--- src/hw/rtl/csu_pkg.sv ---
// Shared types and constants for the cosine similarity unit.
// Holds the element pair, result and queued sum words.
// No dependencies.
package csu_pkg;

    localparam int ELEMENT_BITS       = 16;
    localparam int PROD_BITS          = 2 * ELEMENT_BITS;
    localparam int ACC_BITS           = 48;
    localparam int ROOT_BITS          = ACC_BITS / 2;
    localparam int FRAC_BITS          = 15;
    localparam int QUEUE_DEPTH        = 2;
    localparam int QUEUE_COUNT_BITS   = $clog2(QUEUE_DEPTH + 1);
    localparam int MAX_LENGTH_DEFAULT = 4096;

    typedef struct packed {
        logic signed [ELEMENT_BITS-1:0] a_element;
        logic signed [ELEMENT_BITS-1:0] b_element;
        logic                           last_element;
    } csu_pair_t;

    typedef struct packed {
        logic signed [ELEMENT_BITS-1:0] similarity;
        logic                           zero_norm;
        logic                           too_long;
    } csu_result_t;

    typedef struct packed {
        logic signed [ACC_BITS-1:0] dot_sum;
        logic [ACC_BITS-1:0]        norm_a_sum;
        logic [ACC_BITS-1:0]        norm_b_sum;
        logic                       too_long;
    } csu_sums_t;

endpackage

--- src/hw/rtl/csu_front.sv ---
// Front end: takes element pairs, registers the products and accumulates
// dot product and squared norms; pushes the sums on the last pair.
// Depends on csu_pkg.
module csu_front
    import csu_pkg::*;
#(
    parameter int MAX_LENGTH = MAX_LENGTH_DEFAULT
)
(
    input  logic                        clk,
    input  logic                        rst_n,
    input  logic                        pair_valid,
    output logic                        pair_ready,
    input  csu_pair_t                   pair_word,
    input  logic [QUEUE_COUNT_BITS-1:0] queue_count,
    output logic                        push,
    output csu_sums_t                   push_word
);

    localparam int CW = $clog2(MAX_LENGTH + 2);
    localparam logic [CW-1:0] LIMIT = CW'(MAX_LENGTH);

    logic [CW-1:0]              count_reg;
    logic [CW-1:0]              count_next;
    logic [CW-1:0]              count_inc;
    logic                       accept;
    logic                       pending;

    logic                       s1_valid_reg;
    logic                       s1_last_reg;
    logic                       s1_use_reg;
    logic                       s1_over_reg;
    logic signed [PROD_BITS-1:0] dot_p_reg;
    logic [PROD_BITS-1:0]       sq_a_reg;
    logic [PROD_BITS-1:0]       sq_b_reg;

    logic signed [ACC_BITS-1:0] dot_reg;
    logic [ACC_BITS-1:0]        na_reg;
    logic [ACC_BITS-1:0]        nb_reg;
    logic signed [ACC_BITS-1:0] dot_total;
    logic [ACC_BITS-1:0]        na_total;
    logic [ACC_BITS-1:0]        nb_total;

    assign pending    = s1_valid_reg & s1_last_reg;
    assign pair_ready = (QUEUE_COUNT_BITS'(queue_count + QUEUE_COUNT_BITS'(pending))
                         < QUEUE_COUNT_BITS'(QUEUE_DEPTH));
    assign accept     = pair_valid & pair_ready;
    assign count_inc  = count_reg + CW'(count_reg <= LIMIT);

    always_comb
    begin
        count_next = count_reg;
        if (accept)
        begin
            count_next = pair_word.last_element ? '0 : count_inc;
        end
    end

    always_comb
    begin
        dot_total = dot_reg;
        na_total  = na_reg;
        nb_total  = nb_reg;
        if (s1_use_reg)
        begin
            dot_total = dot_reg + ACC_BITS'(dot_p_reg);
            na_total  = na_reg + ACC_BITS'(sq_a_reg);
            nb_total  = nb_reg + ACC_BITS'(sq_b_reg);
        end
    end

    assign push                 = pending;
    assign push_word.dot_sum    = dot_total;
    assign push_word.norm_a_sum = na_total;
    assign push_word.norm_b_sum = nb_total;
    assign push_word.too_long   = s1_over_reg;

    always_ff @(posedge clk or negedge rst_n)
    begin
        if (!rst_n)
        begin
            count_reg    <= '0;
            s1_valid_reg <= 1'b0;
            s1_last_reg  <= 1'b0;
            s1_use_reg   <= 1'b0;
            s1_over_reg  <= 1'b0;
            dot_reg      <= '0;
            na_reg       <= '0;
            nb_reg       <= '0;
        end
        else
        begin
            count_reg    <= count_next;
            s1_valid_reg <= accept;
            s1_last_reg  <= pair_word.last_element;
            s1_use_reg   <= accept && (count_reg < LIMIT);
            s1_over_reg  <= count_inc > LIMIT;
            if (s1_valid_reg)
            begin
                if (s1_last_reg)
                begin
                    dot_reg <= '0;
                    na_reg  <= '0;
                    nb_reg  <= '0;
                end
                else
                begin
                    dot_reg <= dot_total;
                    na_reg  <= na_total;
                    nb_reg  <= nb_total;
                end
            end
        end
    end

    always_ff @(posedge clk)
    begin
        dot_p_reg <= PROD_BITS'(pair_word.a_element) * PROD_BITS'(pair_word.b_element);
        sq_a_reg  <= PROD_BITS'(pair_word.a_element) * PROD_BITS'(pair_word.a_element);
        sq_b_reg  <= PROD_BITS'(pair_word.b_element) * PROD_BITS'(pair_word.b_element);
    end

endmodule

--- config.mk ---
export PLATFORM = sky130hd
export DESIGN_NAME = csu_front
export DESIGN_NICKNAME = d
export VERILOG_FILES = /design/src/hw/rtl/csu_pkg.sv /design/src/hw/rtl/csu_front.sv
export SDC_FILE = /design/constraint.sdc
export NUM_CORES = 2
export LEC_CHECK = 0
export ABC_AREA = 1
export BUFFER_PORTS_ARGS = -buffer_cell sky130_fd_sc_hd__buf_2
export CAP_MARGIN = 20
export CORE_MARGIN = 2
export CORE_UTILIZATION = 60
export CTS_CLUSTER_DIAMETER = 30
export CTS_CLUSTER_SIZE = 10
export DETAILED_ROUTE_END_ITERATION = 8
export PLACE_DENSITY = 0.87
export SLEW_MARGIN = 20
export SYNTH_ARGS = -nofsm -noshare
export SYNTH_HDL_FRONTEND = slang
export SYNTH_SLANG_ARGS = --single-unit
--- constraint.sdc ---
create_clock -name clk -period 5.4 [get_ports clk]
set_input_delay 0.27 -clock clk [delete_from_list [all_inputs] [get_ports clk]]
set_output_delay 0.27 -clock clk [all_outputs]
set_load 0.01 [all_outputs]
==> Yosys cells after proc, flatten, opt, wreduce, memory -nomap -nowiden <==
Cells that the tools add are included.
{ "classes": {"n_mux": 7, "order_cmp": 4, "n_bitwise": 2, "eq_ne": 0, "add_sub_neg": 5, "mul": 3, "n_reduce_logical": 1, "div_mod_pow": 0, "shift": 0} }
{ "op_table": {"columns": ["operator", "n"], "rows": [
  ["48-bit 2-to-1 mux", 6],
  ["48-bit by 32-bit adder with 48-bit output", 3],
  ["16-bit by 16-bit multiplier with 32-bit output", 3],
  ["13-bit by 1-bit adder with 13-bit output", 1],
  ["13-bit greater-than comparator, second input constant", 1],
  ["13-bit <= comparator, second input constant", 1],
  ["13-bit < comparator, second input constant", 1],
  ["13-bit 2-to-1 mux", 1],
  ["2-bit by 1-bit adder with 2-bit output", 1],
  ["1-bit bitwise AND", 2],
  ["2-bit < comparator, second input constant", 1],
  ["1-bit logical AND", 1]
]} }
{ "totals": {"output_inout_bits": 147, "ram_bits": 0, "ff_bits": 257, "mem_bits_ro": 0, "latchBits": 0, "mem_count": 0} }

==> Longest topological paths before layout <==
{ "depth": {"ltp_word": 5, "ltp_mapped": 26, "mapped_depth_nobuf": 24} }

==> Least setup slack after synthesis <==
Ideal clock, no wire load.
{ "synth_path": {"path_kind": "input to register", "from": "input port pair_word[2] (netlist name)", "to": "register dot_p_reg[31]", "arrival_time_ns": 5.551, "path_stages": 20, "t_required_ns": 5.287, "path_buffers": 2, "setup_time_ns": 0.113, "setup_slack_ns": -0.263, "path_cell_list": "clkbuf_1 clkbuf_1 nand2_1 inv_1 fa_1 fa_1 fa_1 fa_1 fa_1 inv_1 fa_1 inv_1 ha_1 nand2_1 o21ai_0 a21oi_1 or2_2 nand3_1 nand2b_1 nand2_1"} }
{ "synth_via": {"elab_chain_cells": 1} }
{ "synth_rtl": {"columns": ["item", "line", "source"], "rows": [
  ["start, declared", "csu_front.sv:14", "input csu_pair_t pair_word,"],
  ["16-bit by 16-bit multiplier with 32-bit output", "csu_front.sv:118", "dot_p_reg <= PROD_BITS'(pair_word.a_element) * PROD_BITS'(pair_word.b_element);"],
  ["end signal, assigned", "csu_front.sv:118", null],
  ["end, declared", "csu_front.sv:33", "logic signed [PROD_BITS-1:0] dot_p_reg;"]
]} }
No other way between the ends.
A chain may end at the register's enable or synchronous reset.

==> Worst setup path after layout <==
{ "layout_path": {"from": "input port pair_word[9] (netlist name)", "to": "register dot_p_reg[30]"} }
Same word-level chain as after synthesis.

==> flow_summary.ini <==
[detailed_routing]
wl_per_cell_um = 17.6
viasPerCell = 5.37
ant_nets = 0
drt-pass1-iter-count = 8
vias = 45900
wirelength_um = 150000
drc_errors = 0
drt_iter0_drc = 4055

[placed_design]
dp_cells = 8418
place_area_um2 = 54600
hpwlAfterDp_um = 125000
port_buffers = 184
gp_congestion = 1.02

[die]
dieArea_um2 = 84400
die_h_um = 290
io_pins = 185
core_um2 = 81700
num_rows = 105
die_w_um = 290
start_util_pct = 60.2

[global_route]
track_usage_pct = 35.9
grt_antenna_before_repair = 5
grt_pass1_vias = 47200
grt_pass1_wl_um = 242000
grt_start_max_net_pins = 152
grt-ovfl-total = 0

[cells_and_area]
nets = 8568
fin_cells = 8547
area_delta_synth_final_pct = 15.8
regArea_um2 = 5920
fillers = 6529
fin_area_um2 = 57000
drive_above_1_share_pct = 12.7
multi_input_area_um2 = 36100

[worst_hold_path]
min_delay_path_depth = 2
hold_class = primary input to flop

[logic_synthesis]
yosys_warnings = 0
synth-seq-area-share_pct = 12.0
ys_ff_latch = 255
yosysMostFrequentCell = nand2_1
synth_edf_count = 0
synth_cells = 6872
synth.top_cell.area_share_pct = 29.7
async_flop_share_pct = 63.1
syn_area_per_cell_um2 = 7.16
synthTopCellsByCount = 1983 x nand2_1, 1722 x inv_1, 730 x fa_1
ys_types = 59
syn_area_um2 = 49200
synth_area_leaders = fa_1 30%, nand2_1 15%, inv_1 13%, ha_1 9.6%, dfrtp_1 8.2%
synth_top_cell_by_area = fa_1
synthFlopType = dfrtp_1
syn-num-nets = 8018

[cts]
path_clk_slew_ns = 0.05
root_buffer = clkbuf_16
cts_tree = built
clock-sinks = 255
cts_buffers = 69
post_cts_buffers = 0
clk-insertion-delay-late_ns = 0.62
cts_max_path_buffers = 3
cts_htree_levels = 3

[sta]
slew_violations = 0
whs_ns = 0.0670
grt_setup_unrepaired = false
timing.fmax_mhz = 193
max_slew_margin_pct = 25.8
fin_crit_sh_pct = 95.7
finalSetupViolations = 0
clock_skew_ns = 0.0270
tightest_slew_ns = 1.11
hold_violations = 0
period_needed_ns = 5.17

[job]
maxCapViolCount = 0

[critical_path]
worst-path-buf-inv = 7
crit_path_start_kind = primary input
cp_cell_sequence = buf_2 -> buf_4 -> nand2_1 -> fa_1 -> inv_1 -> fa_1 -> inv_1 -> fa_1 -> inv_1 -> fa_1 -> inv_1 -> fa_1 -> inv_1 -> fa_1 -> ha_1 -> nand2_1 -> a21oi_1 -> a211oi_1 -> o31ai_1 -> a21oi_1 -> nand2_1 -> nand2_1 -> nand2_1
setup.worst_path.class = primary input to flop
path_max_fanout = 12
cp_slowest_cell = fa_1
cp.arrival_ns = 5.67
path_depth = 23
crit_top_cell = fa_1
cpPeakStageDelay_ns = 0.54
crit_required_ns = 5.91
crit_family = adder cells
end_kind = flop
ff2ff_path_depth = 12

[outcome]
outcome = complete, no violations
layer usage:
metal | global-route usage [%] | vias up | routed length (um)
met1 | 48.6 | 21900 | 61900
met3 | 5.04 | 429 | 12900
met4 | 15.9 | 2 | 6980
li1 | - | 21500 | -
met2 | 57.9 | 2041 | 68600
met5 | 0 | - | 7
final cells by class:
class                      count  area share (%)
inverter                    1729            11.4
tap                         1070            2.35
multi-input combinational   4707            63.4
timing repair buffer         660            8.40
clock buffer                  91            3.44
antenna                        1         0.00439
clock inverter                34           0.654
sequential                   255            10.4
timing repair:
item | in CTS | in global routing
gates resized for setup | 0 | 3
setup endpoints to repair | 0 | 3
hold endpoints to repair | 61 | 0
hold buffers | 3 | 0
final timing paths:
path,start,end,slack (ns)
hold / removal,pair_word[1],sq_b_reg[0],0.07
hold reg to reg,count_reg[12],s1_use_reg,0.46
min in group asynchronous,rst_n,nb_reg[36],0.22
max in group asynchronous,rst_n,s1_use_reg,3.79
setup / recovery,pair_word[9],dot_p_reg[30],0.23
setup reg to reg,dot_p_reg[31],dot_reg[37],2.13
cells in the final DEF, fill, tap and decap left out, types with 25 or more instances in the layout:
| cell | n |
|---|---|
| a21oi_1 | 193 |
| and2_1 | 47 |
| buf_2 | 181 |
| buf_4 | 451 |
| clkbuf_16 | 72 |
| dfrtp_1 | 159 |
| dfxtp_1 | 94 |
| fa_1 | 726 |
| ha_1 | 378 |
| inv_1 | 1721 |
| nand2_1 | 1983 |
| nand2_2 | 25 |
| nand3_1 | 283 |
| nand4_1 | 62 |
| nor2_1 | 333 |
| nor3_1 | 36 |
| o21ai_0 | 118 |
| o21bai_1 | 34 |
| or2_2 | 54 |
| xnor2_1 | 75 |
| xor2_1 | 98 |
kinds of logic (layout without fill, tap and decap cells):
kind of cell               Yosys count  after routing  synth area share [%]
other                                0              1                     0
adders and majority gates         1108           1108                  39.3
DFF                                255            255                  12.0
and+or+nand+nor                   2915           2915                  24.7
AOI/OAI and AO/OA                  511            511                  6.23
xor gates and xnor gates           173            173                  3.08
buffers and inverters             1910           2514                  14.7
stage by stage:
| step | setup slack [ns] | util [%] | setup TNS, ns |
|---|---|---|---|
| 3_5_place_dp | -0.373 | 66.8 | -7.15 |
| 5_1_grt | 0.00802 | 69.8 | 0 |
| 2_1_floorplan | -0.00229 | - | -0.00229 |
| 6_report | 0.232 | 69.8 | 0 |
| 4_1_cts | 0.247 | 69.7 | 0 |
| 3_3_place_gp | -0.404 | 66.8 | -3.76 |
worst reg2reg max path, stage by stage, from the launching register on:
cell     delay [ns]
dfxtp_1        0.99
ha_1           0.43
nand2_1        0.18
nor2_1         0.20
inv_1          0.08
nor3_1         0.48
nand3_1        0.26
nand3_1        0.15
nand2_1        0.05
nand2_1        0.11
nand2_1        0.06
nand3_1        0.09
nand2_1        0.06
Power is not shown: default switching activity piles up to over one toggle a cycle in this logic, so the estimate is an artifact.
