## config.mk

```make
export PLATFORM = sky130hd
export DESIGN_NAME = csu_back
export DESIGN_NICKNAME = d
export VERILOG_FILES = /design/src/hw/rtl/csu_pkg.sv /design/src/hw/rtl/csu_back.sv
export SDC_FILE = /design/constraint.sdc
export NUM_CORES = 2
export LEC_CHECK = 0
export BUFFER_PORTS_ARGS = -buffer_cell sky130_fd_sc_hd__buf_2
export CAP_MARGIN = 0
export CELL_PAD_IN_SITES_DETAIL_PLACEMENT = 0
export CELL_PAD_IN_SITES_GLOBAL_PLACEMENT = 1
export CORE_MARGIN = 1.5
export CORE_UTILIZATION = 53
export DETAILED_ROUTE_END_ITERATION = 10
export PLACE_DENSITY_LB_ADDON = 0.1
export SYNTH_ARGS = -nofsm -noshare
export SYNTH_HDL_FRONTEND = slang
export SYNTH_SLANG_ARGS = --single-unit
```

## constraint.sdc

```tcl
create_clock -name clk -period 16.1 [get_ports clk]
set_clock_uncertainty 0.15 [all_clocks]
set_input_delay 2.415 -clock clk [delete_from_list [all_inputs] [get_ports clk]]
set_output_delay 2.415 -clock clk [all_outputs]
set_load 0.03 [all_outputs]
```

## src/hw/rtl/csu_pkg.sv

```systemverilog
// Shared types and constants for the cosine similarity unit.
// Holds the element pair, result and queued sum words.
// No dependencies.
package csu_pkg;

    localparam int ELEMENT_BITS       = 16;
    localparam int PROD_BITS          = 2 * ELEMENT_BITS;
    localparam int ACC_BITS           = 48;
    localparam int ROOT_BITS          = ACC_BITS / 2;
    localparam int FRAC_BITS          = 15;
    localparam int QUEUE_DEPTH        = 2;
    localparam int QUEUE_COUNT_BITS   = $clog2(QUEUE_DEPTH + 1);
    localparam int MAX_LENGTH_DEFAULT = 4096;

    typedef struct packed {
        logic signed [ELEMENT_BITS-1:0] a_element;
        logic signed [ELEMENT_BITS-1:0] b_element;
        logic                           last_element;
    } csu_pair_t;

    typedef struct packed {
        logic signed [ELEMENT_BITS-1:0] similarity;
        logic                           zero_norm;
        logic                           too_long;
    } csu_result_t;

    typedef struct packed {
        logic signed [ACC_BITS-1:0] dot_sum;
        logic [ACC_BITS-1:0]        norm_a_sum;
        logic [ACC_BITS-1:0]        norm_b_sum;
        logic                       too_long;
    } csu_sums_t;

endpackage

```

## src/hw/rtl/csu_back.sv

```systemverilog
// Back end: square roots of both norms a bit per cycle, one multiply,
// then a restoring divide with saturation into the result register.
// Depends on csu_pkg.
module csu_back
    import csu_pkg::*;
(
    input  logic        clk,
    input  logic        rst_n,
    input  logic        head_valid,
    input  csu_sums_t   head_word,
    output logic        pop,
    output logic        result_valid,
    input  logic        result_ready,
    output csu_result_t result_word
);

    localparam int RW = ROOT_BITS + 3;
    localparam int SW = $clog2(ROOT_BITS);
    localparam int QW = FRAC_BITS + 1;

    typedef enum logic [2:0] {
        ST_IDLE,
        ST_ROOT,
        ST_MUL,
        ST_SETUP,
        ST_DIVIDE,
        ST_FINISH
    } state_t;

    typedef struct packed {
        logic [RW-1:0]        rem;
        logic [ROOT_BITS-1:0] root;
    } root_step_t;

    function automatic root_step_t root_step(input logic [RW-1:0] rem,
                                             input logic [ROOT_BITS-1:0] root,
                                             input logic [1:0] bits);
        root_step_t    res;
        logic [RW-1:0] cur;
        logic [RW-1:0] trial;
        cur   = {rem[RW-3:0], bits};
        trial = RW'({root, 2'b01});
        if (cur >= trial)
        begin
            res.rem  = cur - trial;
            res.root = {root[ROOT_BITS-2:0], 1'b1};
        end
        else
        begin
            res.rem  = cur;
            res.root = {root[ROOT_BITS-2:0], 1'b0};
        end
        return res;
    endfunction

    state_t                  state_reg;
    logic [SW-1:0]           step_reg;
    logic [ACC_BITS-1:0]     na_shift_reg;
    logic [ACC_BITS-1:0]     nb_shift_reg;
    logic [RW-1:0]           ra_reg;
    logic [RW-1:0]           rb_reg;
    logic [ROOT_BITS-1:0]    root_a_reg;
    logic [ROOT_BITS-1:0]    root_b_reg;
    logic [ACC_BITS-1:0]     den_reg;
    logic [ACC_BITS-1:0]     mag_reg;
    logic [ACC_BITS:0]       rem_reg;
    logic [QW-1:0]           quo_reg;
    logic                    neg_reg;
    logic                    zero_reg;
    logic                    long_reg;
    logic                    sat_reg;
    logic                    result_valid_reg;
    csu_result_t             result_word_reg;

    root_step_t              step_a;
    root_step_t              step_b;
    logic                    div_ge;
    logic [ACC_BITS:0]       div_diff;
    logic [QW-1:0]           q_final;
    logic signed [QW-1:0]    sim;
    logic                    load_result;

    assign pop          = (state_reg == ST_IDLE) && head_valid;
    assign result_valid = result_valid_reg;
    assign result_word  = result_word_reg;
    assign load_result  = (state_reg == ST_FINISH) && (!result_valid_reg || result_ready);

    assign step_a   = root_step(ra_reg, root_a_reg, na_shift_reg[ACC_BITS-1 -: 2]);
    assign step_b   = root_step(rb_reg, root_b_reg, nb_shift_reg[ACC_BITS-1 -: 2]);
    assign div_ge   = rem_reg >= {1'b0, den_reg};
    assign div_diff = div_ge ? rem_reg - {1'b0, den_reg} : rem_reg;

    always_comb
    begin
        if (neg_reg)
        begin
            q_final = (sat_reg || quo_reg > {1'b1, {(QW-1){1'b0}}})
                      ? {1'b1, {(QW-1){1'b0}}} : quo_reg;
            sim     = QW'(0) - q_final;
        end
        else
        begin
            q_final = (sat_reg || quo_reg[QW-1]) ? {1'b0, {(QW-1){1'b1}}} : quo_reg;
            sim     = q_final;
        end
    end

    always_ff @(posedge clk or negedge rst_n)
    begin
        if (!rst_n)
        begin
            state_reg        <= ST_IDLE;
            step_reg         <= '0;
            na_shift_reg     <= '0;
            nb_shift_reg     <= '0;
            ra_reg           <= '0;
            rb_reg           <= '0;
            root_a_reg       <= '0;
            root_b_reg       <= '0;
            den_reg          <= '0;
            mag_reg          <= '0;
            rem_reg          <= '0;
            quo_reg          <= '0;
            neg_reg          <= 1'b0;
            zero_reg         <= 1'b0;
            long_reg         <= 1'b0;
            sat_reg          <= 1'b0;
            result_valid_reg <= 1'b0;
            result_word_reg  <= '0;
        end
        else
        begin
            if (load_result)
            begin
                result_valid_reg <= 1'b1;
            end
            else if (result_ready)
            begin
                result_valid_reg <= 1'b0;
            end
            unique case (state_reg)
                ST_IDLE:
                begin
                    if (head_valid)
                    begin
                        na_shift_reg <= head_word.norm_a_sum;
                        nb_shift_reg <= head_word.norm_b_sum;
                        ra_reg       <= '0;
                        rb_reg       <= '0;
                        root_a_reg   <= '0;
                        root_b_reg   <= '0;
                        neg_reg      <= head_word.dot_sum[ACC_BITS-1];
                        mag_reg      <= head_word.dot_sum[ACC_BITS-1]
                                        ? ACC_BITS'(0) - head_word.dot_sum
                                        : head_word.dot_sum;
                        zero_reg     <= (head_word.norm_a_sum == '0)
                                        || (head_word.norm_b_sum == '0);
                        long_reg     <= head_word.too_long;
                        step_reg     <= SW'(ROOT_BITS - 1);
                        state_reg    <= ST_ROOT;
                    end
                end
                ST_ROOT:
                begin
                    ra_reg       <= step_a.rem;
                    rb_reg       <= step_b.rem;
                    root_a_reg   <= step_a.root;
                    root_b_reg   <= step_b.root;
                    na_shift_reg <= {na_shift_reg[ACC_BITS-3:0], 2'b00};
                    nb_shift_reg <= {nb_shift_reg[ACC_BITS-3:0], 2'b00};
                    step_reg     <= step_reg - 1'b1;
                    if (step_reg == '0)
                    begin
                        state_reg <= ST_MUL;
                    end
                end
                ST_MUL:
                begin
                    den_reg   <= root_a_reg * root_b_reg;
                    state_reg <= ST_SETUP;
                end
                ST_SETUP:
                begin
                    sat_reg   <= {1'b0, mag_reg} >= {den_reg, 1'b0};
                    rem_reg   <= {1'b0, mag_reg};
                    quo_reg   <= '0;
                    step_reg  <= SW'(FRAC_BITS);
                    state_reg <= ST_DIVIDE;
                end
                ST_DIVIDE:
                begin
                    quo_reg  <= {quo_reg[QW-2:0], div_ge};
                    rem_reg  <= {div_diff[ACC_BITS-1:0], 1'b0};
                    step_reg <= step_reg - 1'b1;
                    if (step_reg == '0)
                    begin
                        state_reg <= ST_FINISH;
                    end
                end
                ST_FINISH:
                begin
                    if (load_result)
                    begin
                        result_word_reg.similarity <= zero_reg ? '0 : sim;
                        result_word_reg.zero_norm  <= zero_reg;
                        result_word_reg.too_long   <= long_reg;
                        state_reg                  <= ST_IDLE;
                    end
                end
                default:
                begin
                    state_reg <= ST_IDLE;
                end
            endcase
        end
    end

endmodule

```

Word-level counts from Yosys, hierarchy flattened
Index checks and enable logic that the tools add are counted.

Output and inout bits: 20. Bits in read-only memories: 0. Word-level logic and storage cells: 91. Memories kept: 0. Latch bits: 0. RAM bits: 0. Register bits: 386.

Multiply operators: 1. Add/subtract/negate cells: 6. Mux-type cells: 29. Divide/modulo/power cells: 0. Equal/unequal tests: 9. Bitwise operators: 0. Shifts and indexed selects: 0. Magnitude comparators: 5. Reductions and logical operators: 21.

Operators by type and width (number): 48-bit 2-to-1 mux (4); 48-bit one-hot mux with 2 select lines (2); 25-bit one-hot mux with 2 select lines (2); 49-bit 2-to-1 mux (2); 49-bit one-hot mux with 2 select lines (1); 48-bit zero test (2); 24-bit one-hot mux with 2 select lines (2); 16-bit 2-to-1 mux (4); 27-bit by 26-bit greater-or-equal comparator with 1-bit output (2); 25-bit subtractor (2); 48-bit by 49-bit greater-or-equal comparator with 1-bit output (1); 49-bit by 48-bit greater-or-equal comparator with 1-bit output (1); 24-bit by 24-bit multiplier with 48-bit output (1); 1-bit by 48-bit subtractor with 48-bit output (first input constant) (1); 48-bit subtractor (1); 16-bit one-hot mux with 2 select lines (1); 25-bit 2-to-1 mux (1); 24-bit 2-to-1 mux (1); 3-bit one-hot mux with 6 select lines (1); 16-bit > comparator (second input constant) (1); 1-bit by 16-bit subtractor with 16-bit output (first input constant) (1); 5-bit one-hot mux with 3 select lines (1); 3-bit 2-to-1 mux (4); 2-bit inequality test (second input constant) (4); 16 further kinds (28).

Depth between registers and ports, before layout
Depth after elaboration: 6. Mapped depth: 30. Depth with buffers taken out: 27.

Least setup slack after synthesis
No wires, ideal clock.

Path kind: register to register. Start: reg root_b_reg[15]. End: reg den_reg[41]. Stages on the path, launching flop included: 29. Clock period less this slack: 7321 ps. Buffers on the path: 3. Arrival time: 7037 ps. Slack: 8779 ps. Cell sequence: dfrtp_1 > clkbuf_1 > clkbuf_1 > nand2_1 > fa_1 > inv_1 > fa_1 > inv_1 > fa_1 > inv_1 > fa_1 > fa_1 > fa_1 > inv_1 > fa_1 > inv_1 > ha_1 > clkbuf_1 > a21o_1 > or3_1 > a31oi_1 > o22ai_1 > a31oi_1 > o41ai_1 > a21oi_1 > o22ai_1 > a31oi_1 > xor2_1 > o21ai_0.

Longest elaborated chain between the ends: 1.

RTL lines: start: declaration (RTL line csu_back.sv:63) `logic [ROOT_BITS-1:0] root_b_reg;`; start signal: assignment (RTL line csu_back.sv:168) `root_b_reg <= step_b.root;`; 24-bit by 24-bit multiplier with 48-bit output (RTL line csu_back.sv:179) `den_reg <= root_a_reg * root_b_reg;`; end signal: assignment (RTL line csu_back.sv:179); end: declaration (RTL line csu_back.sv:64) `logic [ACC_BITS-1:0] den_reg;`.

No other way between the ends. A chain may end at the register's enable or synchronous reset.

Worst setup path after layout
Start: reg root_a_reg[21]. End: reg den_reg[41].

Longest elaborated chain between the ends: 1.

RTL lines: start: declaration (RTL line csu_back.sv:62) `logic [ROOT_BITS-1:0] root_a_reg;`; start signal: assignment (RTL line csu_back.sv:167) `root_a_reg <= step_a.root;`; 24-bit by 24-bit multiplier with 48-bit output (RTL line csu_back.sv:179).

No other way between the ends.

==> flow_metrics.tcl <==
set metrics [dict create \
    outcome "complete, no violations" \
    wire_per_inst_um 21.1 \
    drive_gt1_share_pct 6.67 \
    fin_crit_sh_pct 53.7 \
    worstHoldPathType "reg -> reg" \
    synth_xor_area_share_pct 3.68 \
    rrSetupSlack_ns 7.46 \
    fmax_ghz 0.116 \
    rr_worst_depth 25 \
    endpoint_kind "flop" \
    grt_use_total_pct 31.9 \
    final_nets 5942 \
    muxShareOfSynthArea_pct 2.04 \
    relSlewSlack_pct 27.5 \
    maxCapViolations 0 \
    hold_path_end "long_reg$_DFFE_PN0P_" \
    post-route-min-period_ns 8.64 \
    antenna_found_initial 2 \
    synth_area_um2 42100 \
    clk_latency_ns 0.64 \
    synth_edf_count 0 \
    hold_viol 0 \
    initial_core_util_pct 53.4 \
    cts_hold_repair.buffers 0 \
    fin_tns_setup_ns 0 \
    synth_compound_area_share_pct 14.0 \
    dp_hpwl_mm 98.1 \
    crit_path_max_incr_delay_ns 0.75 \
    cts_tree "yes" \
    portBuffers 168 \
    worst_slew_pin_slew_ns 1.09 \
    fp.dieArea_um2 81200 \
    core_um2 78900 \
    ant_nets 0 \
    ys_types 72 \
    post-route-drc-count 0 \
    crit_fanout 18 \
    syn_to_final_growth_pct 7.62 \
    top_layer_used "met5" \
    overflow 0 \
    synth.largest_area_cell "fa_1" \
    first_pass_iters 6 \
    place_area_um2 43700 \
    slowest_stage "dfrtp_1" \
    grt_max_degree 119 \
    critical_path_class "reg -> reg" \
    postCtsSetupRepairBufs 0 \
    core.rowCount 103 \
    drt-total-wl_mm 128 \
    synth.top_cell.area_share_pct 23.0 \
    syn_nets 5951 \
    ys.flop_type "dfrtp_1" \
    root_buffer "clkbuf_16" \
    synth_adder_area_share_pct 32.6 \
    rr_endpoint "den_reg[41]$_DFFE_PN0P_" \
    die_width_um 285 \
    largest_reg_flops 49 \
    critPathArrivalTime_ns 8.95 \
    cts.clk_slew.worst_paths_ns 0.06 \
    final-setup-viol-count 0 \
    cts_resized 0 \
    viasPerCell 5.72 \
    cp_common_cell "fa_1" \
    async_flop_share_pct 100 \
    startpoint_type "flop" \
    clk_path_buf_depth 3 \
    first_iter_violations 2412 \
    synth.ff_latch_count 386 \
    cts-buffers-inserted 49 \
    slew_violations 0 \
    syn_area_per_cell_um2 8.44 \
    design_area_um2 45300 \
    wl_met1_mm 55.5 \
    wl_met3_mm 8.48 \
    dr_wl_met2_mm 59.1 \
    synth_top_family_by_area "adder cells" \
    hold_path_depth 2 \
    ys_seq_area_share_pct 22.9 \
    post-route-util_pct 57.5 \
    ios 169 \
    rsz0062_at_grt "no" \
    grt_pass1_wl_mm 202 \
    num_vias 34700 \
    cts.sinks 386 \
    crit_required_ns 16.41 \
    antenna-diode-count 0 \
    synthTopCellsByArea "fa_1 23%, dfrtp_1 23%, ha_1 9.7%" \
    r2r-start "root_a_reg[21]$_DFFE_PN0P_" \
    dieHeight_um 285 \
    synth-simple-area-share_pct 16.3 \
    finalWeightedCongestion 0.967 \
    cts_max_level 2 \
    yosys_warnings 0 \
    syn_inst 4994 \
    hp-start "long_reg$_DFFE_PN0P_" \
    grt_pass1_vias 35000 \
]
## worst max-delay path by stage
stage | cells after the start | slack (ns) | from | end
6_report | 25 | 7.46 | root_a_reg[21]$_DFFE_PN0P_ | den_reg[41]$_DFFE_PN0P_
5_1_grt | 25 | 6.95 | root_a_reg[21]$_DFFE_PN0P_ | den_reg[41]$_DFFE_PN0P_
4_1_cts | 25 | 7.44 | root_a_reg[21]$_DFFE_PN0P_ | den_reg[41]$_DFFE_PN0P_
3_5_place_dp | 25 | 7.48 | root_a_reg[21]$_DFFE_PN0P_ | den_reg[41]$_DFFE_PN0P_
3_3_place_gp | 25 | 7.64 | root_a_reg[21]$_DFFE_PN0P_ | den_reg[41]$_DFFE_PN0P_
2_1_floorplan | 28 | 8.78 | root_b_reg[15]$_DFFE_PN0P_ | den_reg[41]$_DFFE_PN0P_
## worst max-delay path, delay by kind of cell (launching register included)
family,cells,cell delay [ns]
flip-flops,1,0.75
AO/OA/AOI/OAI,9,2.02
XOR/XNOR,1,0.16
buffers and inverters,5,0.84
adder cells (fa/ha/maj),8,3.93
AND/OR/NAND/NOR,2,0.61
## kinds of logic (layout without fill, tap and decap cells)
logic type,after synthesis,count (layout)
AND/OR/NAND/NOR,1636,1636
multiplexers,85,85
flip-flops,386,386
XOR/XNOR,177,177
AO/OA/AOI/OAI,951,951
adder cells (fa/ha/maj),808,808
buffers and inverters,951,979
## synth_stat cells (6+ instances only)
master / n
nand2_1: 851
inv_1: 667
nor2_1: 501
fa_1: 483
dfrtp_1: 386
ha_1: 325
o21ai_0: 314
clkbuf_1: 247
a21oi_1: 189
a31oi_1: 120
xor2_1: 98
a21o_1: 93
xnor2_1: 79
mux2i_1: 78
nand4_1: 42
nand3_1: 38
nor3_1: 38
nor4_1: 31
o31ai_1: 29
and3_1: 27
o211ai_1: 26
buf_1: 24
nor2b_1: 23
a22o_1: 22
nand2b_1: 22
o21a_1: 20
o41ai_1: 19
o21bai_1: 17
a211oi_1: 14
or4_1: 14
clkinv_1: 13
or3_1: 9
a211o_1: 8
and4_1: 7
mux2_2: 7
o31a_1: 7
a2111oi_0: 6
a221oi_1: 6
a311oi_1: 6
o22ai_1: 6
or2_2: 6
or4_4: 6
## area by class of cell
cell class                 count  area [um^2]
fill                        7402        33500
inverter                     680         2550
tap                         1050         1310
clock buffer                  60         1310
multi-input combinational   3657        29000
clock inverter                28          377
sequential                   386         9660
timing repair buffer         211         1170
## routing by layer
layer	GRT usage [%]	vias to the layer above
met5	0	-
met4	11.6	2
met3	5.75	208
met2	51.4	1093
met1	43.3	17200
li1	-	16300
## layout by cell type, fill, tap and decap left out, types with 22 or more instances in the layout
master     synthesis  routed
nand2_1          851     847
nand2b_1          22      22
nor2b_1           23      23
o211ai_1          26      26
xor2_1            98      98
a21oi_1          189     188
nand3_1           38      38
buf_4              0      43
xnor2_1           79      79
nor3_1            38      37
nand4_1           42      42
a21o_1            93      92
a31oi_1          120     120
buf_2              0     167
clkbuf_16          0      50
o21ai_0          314     314
fa_1             483     483
mux2i_1           78      78
a22o_1            22      22
o31ai_1           29      29
ha_1             325     325
inv_1            667     666
dfrtp_1          386     386
nor2_1           501     499
nor4_1            31      31
and3_1            27      27
## stage by stage
stage	std cells	setup slack, ns	hold WS [ns]
2_1_floorplan	4994	8.78	0.292
3_3_place_gp	5984	7.64	0.308
3_5_place_dp	5984	7.48	0.312
4_1_cts	6072	7.44	0.330
5_1_grt	6072	6.95	0.349
6_report	6072	7.46	0.325
Power is left out: the tool's default activity adds up to more than one toggle a clock period on the data nets, which glitch-free logic cannot reach.
