File: config.mk
export PLATFORM = sky130hd
export DESIGN_NAME = csu_queue
export DESIGN_NICKNAME = d
export VERILOG_FILES = /design/src/hw/rtl/csu_pkg.sv /design/src/hw/rtl/csu_queue.sv
export SDC_FILE = /design/constraint.sdc
export NUM_CORES = 1
export LEC_CHECK = 0
export BUFFER_PORTS_ARGS = -buffer_cell sky130_fd_sc_hd__buf_4
export CAP_MARGIN = 20
export CORE_MARGIN = 2
export CORE_UTILIZATION = 47
export DETAILED_ROUTE_END_ITERATION = 16
export GPL_TIMING_DRIVEN = 0
export MAX_ROUTING_LAYER = met4
export PLACE_DENSITY = 0.76
export SLEW_MARGIN = 15
export SYNTH_ARGS = -nofsm -noshare
export SYNTH_HDL_FRONTEND = slang
export SYNTH_SLANG_ARGS = --single-unit
File: constraint.sdc
create_clock -name clk -period 7.3 [get_ports clk]
set_input_delay 1.825 -clock clk [delete_from_list [all_inputs] [get_ports clk]]
set_output_delay 1.825 -clock clk [all_outputs]
set_load 0.01 [all_outputs]
File: src/hw/rtl/csu_pkg.sv
// Shared types and constants for the cosine similarity unit.
// Holds the element pair, result and queued sum words.
// No dependencies.
package csu_pkg;

    localparam int ELEMENT_BITS       = 16;
    localparam int PROD_BITS          = 2 * ELEMENT_BITS;
    localparam int ACC_BITS           = 48;
    localparam int ROOT_BITS          = ACC_BITS / 2;
    localparam int FRAC_BITS          = 15;
    localparam int QUEUE_DEPTH        = 2;
    localparam int QUEUE_COUNT_BITS   = $clog2(QUEUE_DEPTH + 1);
    localparam int MAX_LENGTH_DEFAULT = 4096;

    typedef struct packed {
        logic signed [ELEMENT_BITS-1:0] a_element;
        logic signed [ELEMENT_BITS-1:0] b_element;
        logic                           last_element;
    } csu_pair_t;

    typedef struct packed {
        logic signed [ELEMENT_BITS-1:0] similarity;
        logic                           zero_norm;
        logic                           too_long;
    } csu_result_t;

    typedef struct packed {
        logic signed [ACC_BITS-1:0] dot_sum;
        logic [ACC_BITS-1:0]        norm_a_sum;
        logic [ACC_BITS-1:0]        norm_b_sum;
        logic                       too_long;
    } csu_sums_t;

endpackage

File: src/hw/rtl/csu_queue.sv
// Short queue of finished sums between front and back end.
// Register based, one push and one pop per cycle.
// Depends on csu_pkg.
module csu_queue
    import csu_pkg::*;
(
    input  logic                        clk,
    input  logic                        rst_n,
    input  logic                        push,
    input  csu_sums_t                   push_word,
    input  logic                        pop,
    output logic                        head_valid,
    output csu_sums_t                   head_word,
    output logic [QUEUE_COUNT_BITS-1:0] count
);

    localparam int PW = $clog2(QUEUE_DEPTH);

    csu_sums_t                   entry_reg [QUEUE_DEPTH];
    logic [PW-1:0]               wr_ptr_reg;
    logic [PW-1:0]               rd_ptr_reg;
    logic [QUEUE_COUNT_BITS-1:0] count_reg;
    logic                        do_pop;

    assign head_valid = count_reg != '0;
    assign head_word  = entry_reg[rd_ptr_reg];
    assign count      = count_reg;
    assign do_pop     = pop & head_valid;

    always_ff @(posedge clk or negedge rst_n)
    begin
        if (!rst_n)
        begin
            wr_ptr_reg <= '0;
            rd_ptr_reg <= '0;
            count_reg  <= '0;
        end
        else
        begin
            if (push)
            begin
                wr_ptr_reg <= (wr_ptr_reg == PW'(QUEUE_DEPTH - 1)) ? '0 : wr_ptr_reg + 1'b1;
            end
            if (do_pop)
            begin
                rd_ptr_reg <= (rd_ptr_reg == PW'(QUEUE_DEPTH - 1)) ? '0 : rd_ptr_reg + 1'b1;
            end
            count_reg <= count_reg + QUEUE_COUNT_BITS'(push) - QUEUE_COUNT_BITS'(do_pop);
        end
    end

    always_ff @(posedge clk)
    begin
        if (push)
        begin
            entry_reg[wr_ptr_reg] <= push_word;
        end
    end

endmodule

# Word level (Yosys, flattened, before mapping)
# Memories as Yosys holds them, arrays and structs flattened.
# Index checks and enable logic that the tools add are counted.
word_totals:
  out_inout_bits: 148
  word_cells: 14
  register_bits: 4
  n_memories: 1
  ramBits: 290
  input_bits: 149
op_classes:
  muxes: 4
  n_bitwise: 1
  reduce_logical: 1
  add_sub_neg: 4
mem_list:
  columns: ["memory", "words", "width", "rd", "rd_ports_with_merged_regs", "wr", "line", "source"]
  rows:
  - ["entry_reg", 2, 145, 1, 0, 1, "csu_queue.sv:19", "csu_sums_t entry_reg [QUEUE_DEPTH];"]
ops:
  columns: ["op", "n"]
  rows:
  - ["1-bit 2-to-1 mux", 4]
  - ["1-bit adder (second input constant)", 2]
  - ["2-bit by 1-bit adder with 2-bit output", 1]
  - ["2-bit nonzero test", 1]
  - ["2-bit by 1-bit subtractor with 2-bit output", 1]
  - ["1-bit bitwise AND", 1]

# Longest topological paths before layout
# Gate-level depths: netlist of the first run.
depth:
  word_depth: 3
  mapped_depth: 6
  ltp_nobuf: 6

# Least setup slack after synthesis of the first run
# No wires, ideal clock.
synth_timing:
  path_type: "input to register"
  start: "in push"
  end: "mem entry_reg[0][0] in the netlist's numbering (enable)"
  setup_slack_ns: -1.468
  arrival_ns: 8.099
  cell_stages: 1
  setup_ns: 0.669
  cell_sequence: "nor2b_1"
synth_via:
  elab_chain_len: 2
synth_lines:
  columns: ["element", "line", "source"]
  rows:
  - ["start: declaration", "csu_queue.sv:9", "input logic push,"]
  - ["1-bit 2-to-1 mux", "csu_queue.sv:54", "if (push)"]
  - ["1-bit 2-to-1 mux (implied by the code)", "csu_queue.sv:56", "entry_reg[wr_ptr_reg] <= push_word;"]
  - ["end: declaration", "csu_queue.sv:19", null]
# No other way between the ends.

==> run_results.csv, run 1 <==
group,metric,value,unit
run_status,result_of_the_run,"completed",
global_routing,antenna_found_initial,2,
synth,synthDominantCellAreaShare,81.1,%
critical_path,crit_path_cell_trace,"buf_6 > clkbuf_8 > mux2_2 > buf_4",
floorplan,initial_utilization,47.7,%
final_layout,layout.nets,954,
floorplan,die_area,24100,sq um
floorplan,boundaryPins,297,
route,detailedRoute.firstPassIterationCount,4,
cts,sinks_on_clock_net,294,
synth,syn-cell-area,10700,sq um
global_routing,gr-usage-all-layers,17.3,%
critical_path,worstReg2RegEnd,"entry_reg[1][61]$_DFFE_PP_",
critical_path,cp_slowest_stage_delay,0.37,ns
min_path,holdPathStages,1,
route,drt-wirelength-per-cell,18.9,um
final_layout,areaGrowthSynthToFinish,34.8,%
sta,setup_repair_after_global_routing_missed_its_margin,"no",
synth,synth_seq_cells,294,
cts,postCtsHoldBufs,0,
critical_path,r2r-start,"wr_ptr_reg$_DFFE_PN0P_",
min_path,hold_path.class,"reg2reg",
cts,cts_tree,"built",
sta,final-max-slew-violation-count,0,
synth,synth_warnings,0,
synth,yosysUniqueCellTypes,13,
route,dr_total_vias,5488,
sta,finalClockSkew,0.00661,ns
power_and_ir_drop,report.power.total,0.00564,W
final_layout,most-common-layout-cells,"sky130_fd_sc_hd__buf_4, sky130_fd_sc_hd__edfxtp_1, sky130_fd_sc_hd__mux2_2",
critical_path,reg2regPathDepth,2,
final_layout,most_common_cell_after_layout_fill_and_taps_aside,"sky130_fd_sc_hd__buf_4",
placed_design,numPortBuffers,296,
floorplan,dieHeight,155,um
synth,synth.yosys.seq_area_share,82.0,%
global_routing,globalRouteOverflowTotal,0,
critical_path,critical_path.slowest_cell,"sky130_fd_sc_hd__dfrtp_1",
critical_path,worst-endpoint-required,5.48,ns
flow_run,max_cap_viol_count,0,
cts,gates_resized_cts_repair,0,
route,drc,0,
synth,ys_top_cells_by_area,"sky130_fd_sc_hd__edfxtp_1, sky130_fd_sc_hd__mux2_2, sky130_fd_sc_hd__clkbuf_8",
route,drt-vias-per-instance,4.93,
synth,yosysTopAreaCell,"sky130_fd_sc_hd__edfxtp_1",
cts,clk_path_buf_depth,3,
cts,ctsHtreeMaxLevel,1,
synth,postSynthNetCount,618,
route,drt-total-wl,21000,um
sta,finalCriticalPeriod,3.66,ns
route,remaining_number_of_nets_flagged_by_the_antenna_check_after_routing,0,
sta,timing.final.hold_violations,0,
final_layout,final_layout_size_suffix_gt1_share,62.1,%
critical_path,worstPathArrival,1.83,ns
global_routing,global_route_wire_length_before_repair,31500,um
synth,syn_avg_cell_area,23.0,sq um
final_layout,largest_register_ff_count,290,
final_layout,fillerInstances,1556,
power_and_ir_drop,vdd_ir_drop_max,0.238,mV
power_and_ir_drop,power.density,390,nW/um^2
sta,fin_setup_tns,0,ns
critical_path,reg2reg_setup_slack,5.47,ns
cts,post-cts-setup-buffers,0,
sta,worst_slew_margin_rel,49.4,%
power_and_ir_drop,power.leakage,5.48,nW
placed_design,post-dp-hpwl,14600,um
sta,finalSetupViolations,0,
min_path,whs_endpoint,"wr_ptr_reg$_DFFE_PN0P_",
cts,cts-buffers-inserted,31,
critical_path,worstSetupPathType,"reg2out",
cts,clock_tree.root_cell,"sky130_fd_sc_hd__clkbuf_16",
sta,share_of_the_clock_period_used_by_the_worst_path_after_layout,50.1,%
placed_design,gp_congestion,0.742,
critical_path,path_buf_inv,3,
critical_path,cp_num_cells,4,
floorplan,core_region_area,22500,sq um
cts,clkTransAtPathRegs,0.06,ns
critical_path,start_kind,"flip-flop",
synth,synthesis.instances,467,
sta,max_slew.worst_pin.slew,0.759,ns
global_routing,grt_pass1_vias,5983,
critical_path,cpLargestDelayFamily,"buffers and inverters",
floorplan,rows,55,
route,initialDrtViolationCount,222,
critical_path,path_max_fanout,10,
sta,fmax,273,MHz
global_routing,largest_net_degree_at_the_start_of_global_routing,61,
critical_path,endpoint_kind,"output pin",
min_path,min_from,"wr_ptr_reg$_DFFE_PN0P_",
floorplan,horizontal_extent_of_the_die,155,um
cts,clk-insertion-delay-late,0.53,ns
metal layers:
layer	vias up	global-route usage (%)	routed length, um
li1	2533	-	-
met1	2670	19.4	7920
met2	232	29.5	10600
met3	53	5.07	1780
met4	0	6.66	727
met5	-	-	0
per-stage QoR:
stage	cells	hold WS, ns	setup slack, ns	util, %	instance area (sq um)
after CTS	1111	0.549	3.58	64.3	14500
after floorplan	467	0.471	1.26	-	10700
after detailed placement	1055	0.537	3.96	59.9	13500
final	1113	0.546	3.64	64.4	14500
after global routing	1113	0.593	3.54	64.4	14500
after global placement	1048	0.484	-0.484	59.2	13300
where the power goes:
part	leakage (nW)	switching [W]	internal [W]
combinational	2.22	0.000846	0.000975
clock	0.489	0.000597	0.000911
sequential	2.77	0.0000769	0.00224
logic make-up (layout without fill, tap and decap cells):
family	Yosys count	in the layout	synth area share, %
simple gates	3	3	0.175
fa+ha+maj	2	2	0.233
compound gates	1	1	0.0699
mux	145	145	15.2
flops	294	294	82.0
buf+inv	18	377	1.98
other cells	0	2	0
xor+xnor	4	4	0.326
worst max path at each step:
stage,startpoint,to,slack (ns)
3_3_place_gp,push,entry_reg[0][67]$_DFFE_PP_,-0.48
5_1_grt,rd_ptr_reg$_DFFE_PN0P_,head_word[16],3.54
3_5_place_dp,push,entry_reg[1][68]$_DFFE_PP_,3.96
4_1_cts,rd_ptr_reg$_DFFE_PN0P_,head_word[23],3.58
6_report,rd_ptr_reg$_DFFE_PN0P_,head_word[24],3.64
2_1_floorplan,push,entry_reg[0][0]$_DFFE_PP_,1.26
cell usage after synthesis, drive strengths merged:
library cell,n
edfxtp,290
mux2,145
clkbuf,10
buf,6
dfrtp,4
ha,2
inv,2
xnor2,2
xor2,2
and2,1
nor2b,1
o21a,1
or2,1
final cells by class:
type,count,area [sq um],area share (%)
clock buffers,34,787,5.43
repair buffers,303,2380,16.4
inverters,2,7.51,0.0518
multi-input cells,155,1730,11.9
well taps,285,357,2.46
plain buffers,16,205,1.42
clock inverters,22,206,1.43
diodes,2,5.00,0.0346
flip-flops and latches,294,8810,60.8
No activity file was read; power rests on OpenSTA's default activity.
==> run 2, diff against run 1 <==
--- a/config.mk
+++ b/config.mk
@@ -5,6 +5,7 @@
 export SDC_FILE = /design/constraint.sdc
 export NUM_CORES = 1
 export LEC_CHECK = 0
+export ABC_AREA = 1
 export BUFFER_PORTS_ARGS = -buffer_cell sky130_fd_sc_hd__buf_4
 export CAP_MARGIN = 20
 export CORE_MARGIN = 2
==> constraint.sdc (replaced) <==
create_clock -name clk -period 2.95 [get_ports clk]
set_input_delay 0.7375 -clock clk [delete_from_list [all_inputs] [get_ports clk]]
set_output_delay 0.7375 -clock clk [all_outputs]
set_load 0.01 [all_outputs]
==> run_results.csv, run 2 <==
group,metric,value,unit
final_layout,fillerInstances,1657,
final_layout,most_common_cell_after_layout_fill_and_taps_aside,"sky130_fd_sc_hd__nand2_1",
route,drt-total-wl,23800,um
sta,share_of_the_clock_period_used_by_the_worst_path_after_layout,83.2,%
critical_path,endpoint_kind,"output pin",
min_path,hold_path.class,"in2reg",
placed_design,numPortBuffers,296,
synth,yosys.cell_count.top_type,"sky130_fd_sc_hd__nand2_1",
critical_path,worstSetupPathType,"reg2out",
global_routing,grt_pass1_vias,6826,
synth,synth_seq_cells,294,
route,met3_length,2430,um
cts,post-cts-setup-buffers,0,
synth,yosysTopAreaCell,"sky130_fd_sc_hd__edfxtp_1",
placed_design,post-dp-hpwl,16500,um
sta,fmax,408,MHz
route,initialDrtViolationCount,347,
route,detailedRoute.firstPassIterationCount,4,
critical_path,worst-endpoint-required,2.21,ns
floorplan,boundaryPins,297,
final_layout,stdcell_area,14700,sq um
cts,ctsHtreeMaxLevel,1,
cts,clk-insertion-delay-late,0.55,ns
final_layout,final_layout_size_suffix_gt1_share,33.5,%
sta,finalCriticalPeriod,2.45,ns
cts,clock_tree.root_cell,"sky130_fd_sc_hd__clkbuf_16",
placed_design,gp_congestion,0.743,
route,remaining_number_of_nets_flagged_by_the_antenna_check_after_routing,0,
route,wl_met1,9050,um
power_and_ir_drop,power.leakage,6.32,nW
cts,cts_tree,"built",
synth,ys_top_cells_by_area,"sky130_fd_sc_hd__edfxtp_1, sky130_fd_sc_hd__nand2_1, sky130_fd_sc_hd__buf_6",
critical_path,worstPathArrival,1.72,ns
sta,fin_ws,0.497,ns
floorplan,die_area,24500,sq um
synth,syn_avg_cell_area,13.9,sq um
final_layout,seqCellArea,8810,sq um
floorplan,dieHeight,156,um
cts,clk_path_buf_depth,3,
global_routing,largest_net_degree_at_the_start_of_global_routing,36,
sta,worst_slew_margin_rel,59.6,%
final_layout,most-common-layout-cells,"sky130_fd_sc_hd__nand2_1, sky130_fd_sc_hd__buf_4, sky130_fd_sc_hd__edfxtp_1",
synth,postSynthNetCount,937,
sta,holdWs,0.369,ns
synth,synth_warnings,0,
cts,sinks_on_clock_net,294,
global_routing,global_route_wire_length_before_repair,35700,um
flow_run,max_cap_viol_count,0,
floorplan,core_region_area,22700,sq um
critical_path,start_kind,"flip-flop",
final_layout,areaGrowthSynthToFinish,34.5,%
synth,synth.yosys.seq_area_share,80.7,%
floorplan,horizontal_extent_of_the_die,156,um
sta,finalSetupViolations,0,
route,drt-wirelength-per-cell,16.6,um
route,routed-wl-met2,11600,um
power_and_ir_drop,report.power.total,0.0146,W
sta,finalClockSkew,0.0304,ns
run_status,result_of_the_run,"completed",
critical_path,path_max_fanout,10,
route,drc,0,
cts,clkTransAtPathRegs,0.06,ns
synth,synth_edf_count,290,
synth,yosysUniqueCellTypes,11,
synth,syn-cell-area,10900,sq um
route,drt-vias-per-instance,4.77,
synth,commonest_register_cell_after_synthesis,"sky130_fd_sc_hd__edfxtp_1",
final_layout,diodes,0,
placed_design,dp_slack,0.551,ns
sta,final-max-slew-violation-count,0,
cts,cts-buffers-inserted,29,
synth,share_of_flip_flops_with_an_asynchronous_set_or_reset_after_synthesis,1.36,%
floorplan,rows,55,
synth,synthDominantCellAreaShare,79.8,%
sta,max_slew.worst_pin.slew,0.604,ns
synth,synthesis.instances,786,
final_layout,multi_input_area,1740,sq um
global_routing,globalRouteOverflowTotal,0,
global_routing,antenna_found_initial,0,
synth,ys_top_cells_by_count,"sky130_fd_sc_hd__nand2_1, sky130_fd_sc_hd__edfxtp_1, sky130_fd_sc_hd__buf_6, sky130_fd_sc_hd__inv_1, sky130_fd_sc_hd__dfrtp_1",
route,dr_total_vias,6834,
final_layout,layout.nets,1275,
power_and_ir_drop,power.density,997,nW/um^2
sta,timing.final.hold_violations,0,
floorplan,initial_utilization,48.1,%
sta,setup_repair_after_global_routing_missed_its_margin,"no",
placed_design,place_area,13800,sq um
route,highest_layer,"met4",
power_and_ir_drop,vdd_ir_drop_max,0.708,mV
final_layout,largest_register_ff_count,290,
global_routing,gr-usage-all-layers,19.6,%
==> run 2: metal layers <==
layer  track usage, %  up-vias
met5                -        -
met2             32.6      274
met4             5.90        0
met3             6.67       51
met1             22.5     3174
li1                 -     3335
==> run 2: layout make-up <==
type / instances / area share, %
flip-flops and latches: 294 / 60.0
repair buffers: 307 / 16.7
multi-input cells: 451 / 11.9
clock buffers: 38 / 5.17
plain buffers: 32 / 2.43
well taps: 285 / 2.43
clock inverters: 16 / 1.07
inverters: 9 / 0.341
==> run 2: path summary, 6_finish.rpt <==
path | from | end | slack [ns] | cells past startpoint
max | rd_ptr_reg$_DFFE_PN0P_ | head_word[47] | 0.50 | 6
min | push_word[4] | entry_reg[0][4]$_DFFE_PP_ | 0.37 | 1
max reg2reg | wr_ptr_reg$_DFFE_PN0P_ | entry_reg[1][42]$_DFFE_PP_ | 0.94 | 4
min reg2reg | count[1]$_DFF_PN0_ | count[1]$_DFF_PN0_ | 0.60 | 3
max in group asynchronous | rst_n | count[0]$_DFF_PN0_ | 2.31 | 2
min in group asynchronous | rst_n | wr_ptr_reg$_DFFE_PN0P_ | 0.54 | 2
==> run 2: metrics by stage <==
stage / util [%] / cells / TNS [ns]
6_report: 64.6 / 1432 / 0
5_1_grt: 64.6 / 1432 / 0
4_1_cts: 64.6 / 1432 / 0
3_5_place_dp: 60.6 / 1377 / 0
3_3_place_gp: 59.6 / 1367 / -510.58
2_1_floorplan: - / 786 / -103.95
==> run 2: report_power, final <==
| part | internal (W) | switching, W |
|---|---|---|
| clock network | 0.00207 | 0.00147 |
| registers | 0.00553 | 0.000190 |
| logic | 0.00236 | 0.00302 |
| total | 0.00996 | 0.00468 |
==> run 2: cell families (layout without fill, tap and decap cells) <==
group	Yosys count	count (layout)	synth area share [%]
buf+inv	41	402	3.58
xor+xnor	1	1	0.0802
simple gates	448	448	15.4
fa+ha+maj	2	2	0.229
flops	294	294	80.7
==> run 2: repair_timing <==
item                                   CTS  global route
hold buffers                             1             0
gates resized for setup                  0             0
endpoints found under the hold margin    4             0
==> run 2: critical path, stage by stage, from the launching register on <==
cell	delay, ns
sky130_fd_sc_hd__dfrtp_1	0.41
sky130_fd_sc_hd__inv_2	0.08
sky130_fd_sc_hd__buf_6	0.21
sky130_fd_sc_hd__buf_6	0.17
sky130_fd_sc_hd__nand2_1	0.06
sky130_fd_sc_hd__nand2_1	0.10
sky130_fd_sc_hd__buf_4	0.13
==> run 3, diff against run 2 <==
--- a/config.mk
+++ b/config.mk
@@ -9,11 +9,11 @@
 export BUFFER_PORTS_ARGS = -buffer_cell sky130_fd_sc_hd__buf_4
 export CAP_MARGIN = 20
 export CORE_MARGIN = 2
-export CORE_UTILIZATION = 47
+export CORE_UTILIZATION = 52
 export DETAILED_ROUTE_END_ITERATION = 16
 export GPL_TIMING_DRIVEN = 0
 export MAX_ROUTING_LAYER = met4
-export PLACE_DENSITY = 0.76
+export PLACE_DENSITY = 0.79
 export SLEW_MARGIN = 15
 export SYNTH_ARGS = -nofsm -noshare
 export SYNTH_HDL_FRONTEND = slang
==> constraint.sdc (replaced) <==
create_clock -name clk -period 2.55 [get_ports clk]
set_input_delay 0.6375 -clock clk [delete_from_list [all_inputs] [get_ports clk]]
set_output_delay 0.6375 -clock clk [all_outputs]
set_load 0.01 [all_outputs]
==> run_results.csv, run 3 (synthesized netlist as in run 2, its figures left out) <==
group,metric,value,unit
min_path,min_from,"push_word[10]",
global_routing,antenna_found_initial,0,
final_layout,most-common-layout-cells,"sky130_fd_sc_hd__nand2_1, sky130_fd_sc_hd__buf_4, sky130_fd_sc_hd__edfxtp_1",
sta,finalCriticalPeriod,2.36,ns
cts,cts-buffers-inserted,29,
power_and_ir_drop,seq_power_share,39.1,%
sta,timing.final.hold_violations,0,
power_and_ir_drop,intPower,0.0116,W
route,remaining_number_of_nets_flagged_by_the_antenna_check_after_routing,0,
sta,fmax,424,MHz
cts,clk_path_buf_depth,3,
global_routing,largest_net_degree_at_the_start_of_global_routing,34,
critical_path,path_max_fanout,10,
placed_design,gp_congestion,0.749,
sta,share_of_the_clock_period_used_by_the_worst_path_after_layout,92.4,%
global_routing,global_route_wire_length_before_repair,35700,um
final_layout,most_common_cell_after_layout_fill_and_taps_aside,"sky130_fd_sc_hd__nand2_1",
min_path,hold_path.class,"in2reg",
floorplan,horizontal_extent_of_the_die,149,um
cts,clkTransAtPathRegs,0.06,ns
route,drt-vias-per-instance,4.81,
cts,gates_resized_cts_repair,0,
sta,fin_setup_tns,0,ns
floorplan,core_region_area,20800,sq um
final_layout,largest_register_ff_count,290,
placed_design,numPortBuffers,296,
critical_path,reg2reg_setup_slack,0.69,ns
run_status,result_of_the_run,"completed",
flow_run,max_cap_viol_count,0,
critical_path,r2r-start,"wr_ptr_reg$_DFFE_PN0P_",
route,detailedRoute.firstPassIterationCount,5,
floorplan,boundaryPins,297,
power_and_ir_drop,report.power.total,0.0170,W
final_layout,final_core_utilization,70.6,%
global_routing,gr-usage-all-layers,21.6,%
global_routing,globalRouteOverflowTotal,0,
critical_path,start_kind,"flip-flop",
power_and_ir_drop,power_frac_comb,36.7,%
final_layout,diodes,0,
placed_design,place_area,13800,sq um
floorplan,dieHeight,149,um
cts,ctsHtreeMaxLevel,1,
min_path,whs_endpoint,"entry_reg[1][10]$_DFFE_PP_",
route,drt-wirelength-per-cell,16.9,um
global_routing,grt_pass1_vias,6880,
sta,finalClockSkew,0.0170,ns
sta,final-max-slew-violation-count,0,
floorplan,rows,53,
power_and_ir_drop,power.leakage,6.34,nW
cts,cts_tree,"built",
sta,finalSetupViolations,0,
final_layout,areaGrowthSynthToFinish,34.7,%
route,drc,0,
critical_path,worstSetupPathType,"reg2out",
critical_path,reg2regPathDepth,4,
sta,worst_slew_margin_rel,66.2,%
power_and_ir_drop,power.net_switching,0.00538,W
min_path,holdPathStages,1,
power_and_ir_drop,pwr-share-clk,24.2,%
final_layout,stdcell_area,14700,sq um
critical_path,worstPathArrival,1.72,ns
final_layout,final_layout_size_suffix_gt1_share,33.7,%
critical_path,worst-endpoint-required,1.91,ns
placed_design,post-dp-hpwl,16300,um
sta,holdWs,0.287,ns
cts,clock_tree.root_cell,"sky130_fd_sc_hd__clkbuf_16",
floorplan,initial_utilization,52.4,%
sta,max_slew.worst_pin.slew,0.506,ns
sta,setup_repair_after_global_routing_missed_its_margin,"no",
power_and_ir_drop,power.density,1150,nW/um^2
floorplan,die_area,22200,sq um
power_and_ir_drop,power_switching_share,31.7,%
route,initialDrtViolationCount,392,
critical_path,worstReg2RegEnd,"entry_reg[1][72]$_DFFE_PP_",
cts,sinks_on_clock_net,294,
cts,clk-insertion-delay-late,0.53,ns
critical_path,endpoint_kind,"output pin",
route,dr_total_vias,6846,
route,drt-total-wl,24000,um
final_layout,layout.nets,1276,
power_and_ir_drop,vdd_ir_drop_max,0.691,mV
==> run 3: cell types whose count changed in the layout (fill, tap and decap cells not counted), sizes merged <==
cell / before / now
clkbuf: 38 / 42
clkinv: 11 / 7
buf: 338 / 339
bufinv: 3 / 2
clkinvlp: 1 / 2
inv: 10 / 9
==> run 3: critical path, cell delays in order, from the launching register on <==
cell and delay [ns]:
sky130_fd_sc_hd__dfrtp_1 0.41, sky130_fd_sc_hd__inv_2 0.08, sky130_fd_sc_hd__buf_6 0.20, sky130_fd_sc_hd__buf_6 0.17, sky130_fd_sc_hd__nand2_1 0.07, sky130_fd_sc_hd__nand2_1 0.11, sky130_fd_sc_hd__buf_4 0.14
==> run 3: worst max-delay path by stage <==
stage | slack (ns) | start | endpoint | cells past startpoint
after floorplan | -0.66 | push | entry_reg[0][0]$_DFFE_PP_ | 2
after global placement | -2.13 | push | entry_reg[1][57]$_DFFE_PP_ | 3
after detailed placement | 0.37 | push | entry_reg[0][67]$_DFFE_PP_ | 6
after CTS | 0.14 | rd_ptr_reg$_DFFE_PN0P_ | head_word[27] | 6
after global routing | 0.11 | rd_ptr_reg$_DFFE_PN0P_ | head_word[27] | 6
final | 0.19 | rd_ptr_reg$_DFFE_PN0P_ | head_word[27] | 6
==> run 3: area by class of cell <==
| type | count | area [sq um] |
|---|---|---|
| clock buffers | 42 | 825 |
| inverters | 9 | 50.0 |
| flip-flops and latches | 294 | 8810 |
| plain buffers | 32 | 357 |
| fillers | 1352 | 6110 |
| multi-input cells | 451 | 1740 |
| clock inverters | 11 | 109 |
| repair buffers | 308 | 2470 |
| well taps | 275 | 344 |
==> run 3: timing repair <==
action | in CTS | in global routing
hold endpoints to repair | 4 | 0
buffers inserted | 0 | 0
hold buffers | 1 | 0
setup endpoints to repair | 0 | 0
==> run 3: power groups by stage <==
stage               registers, W  logic, W  clock network, W
floorplan                0.00676   0.00310                 0
global placement         0.00683   0.00593                 0
detailed placement       0.00672   0.00629                 0
CTS                      0.00663   0.00635           0.00419
global route             0.00670   0.00679           0.00437
finish                   0.00663   0.00623           0.00411
==> run 3: metrics by stage <==
stage,std cells,worst slack [ns]
after floorplan,786,-0.661
after global placement,1357,-2.13
after global routing,1422,0.109
final,1422,0.193
after CTS,1422,0.145
after detailed placement,1368,0.372
==> run 3: per-layer routing <==
layer,global-route usage [%],vias up,share of wire [%]
met5,-,-,0
met4,5.90,0,2.3
met3,7.09,41,10
met2,36.9,274,51
met1,24.7,3204,37
li1,-,3327,-
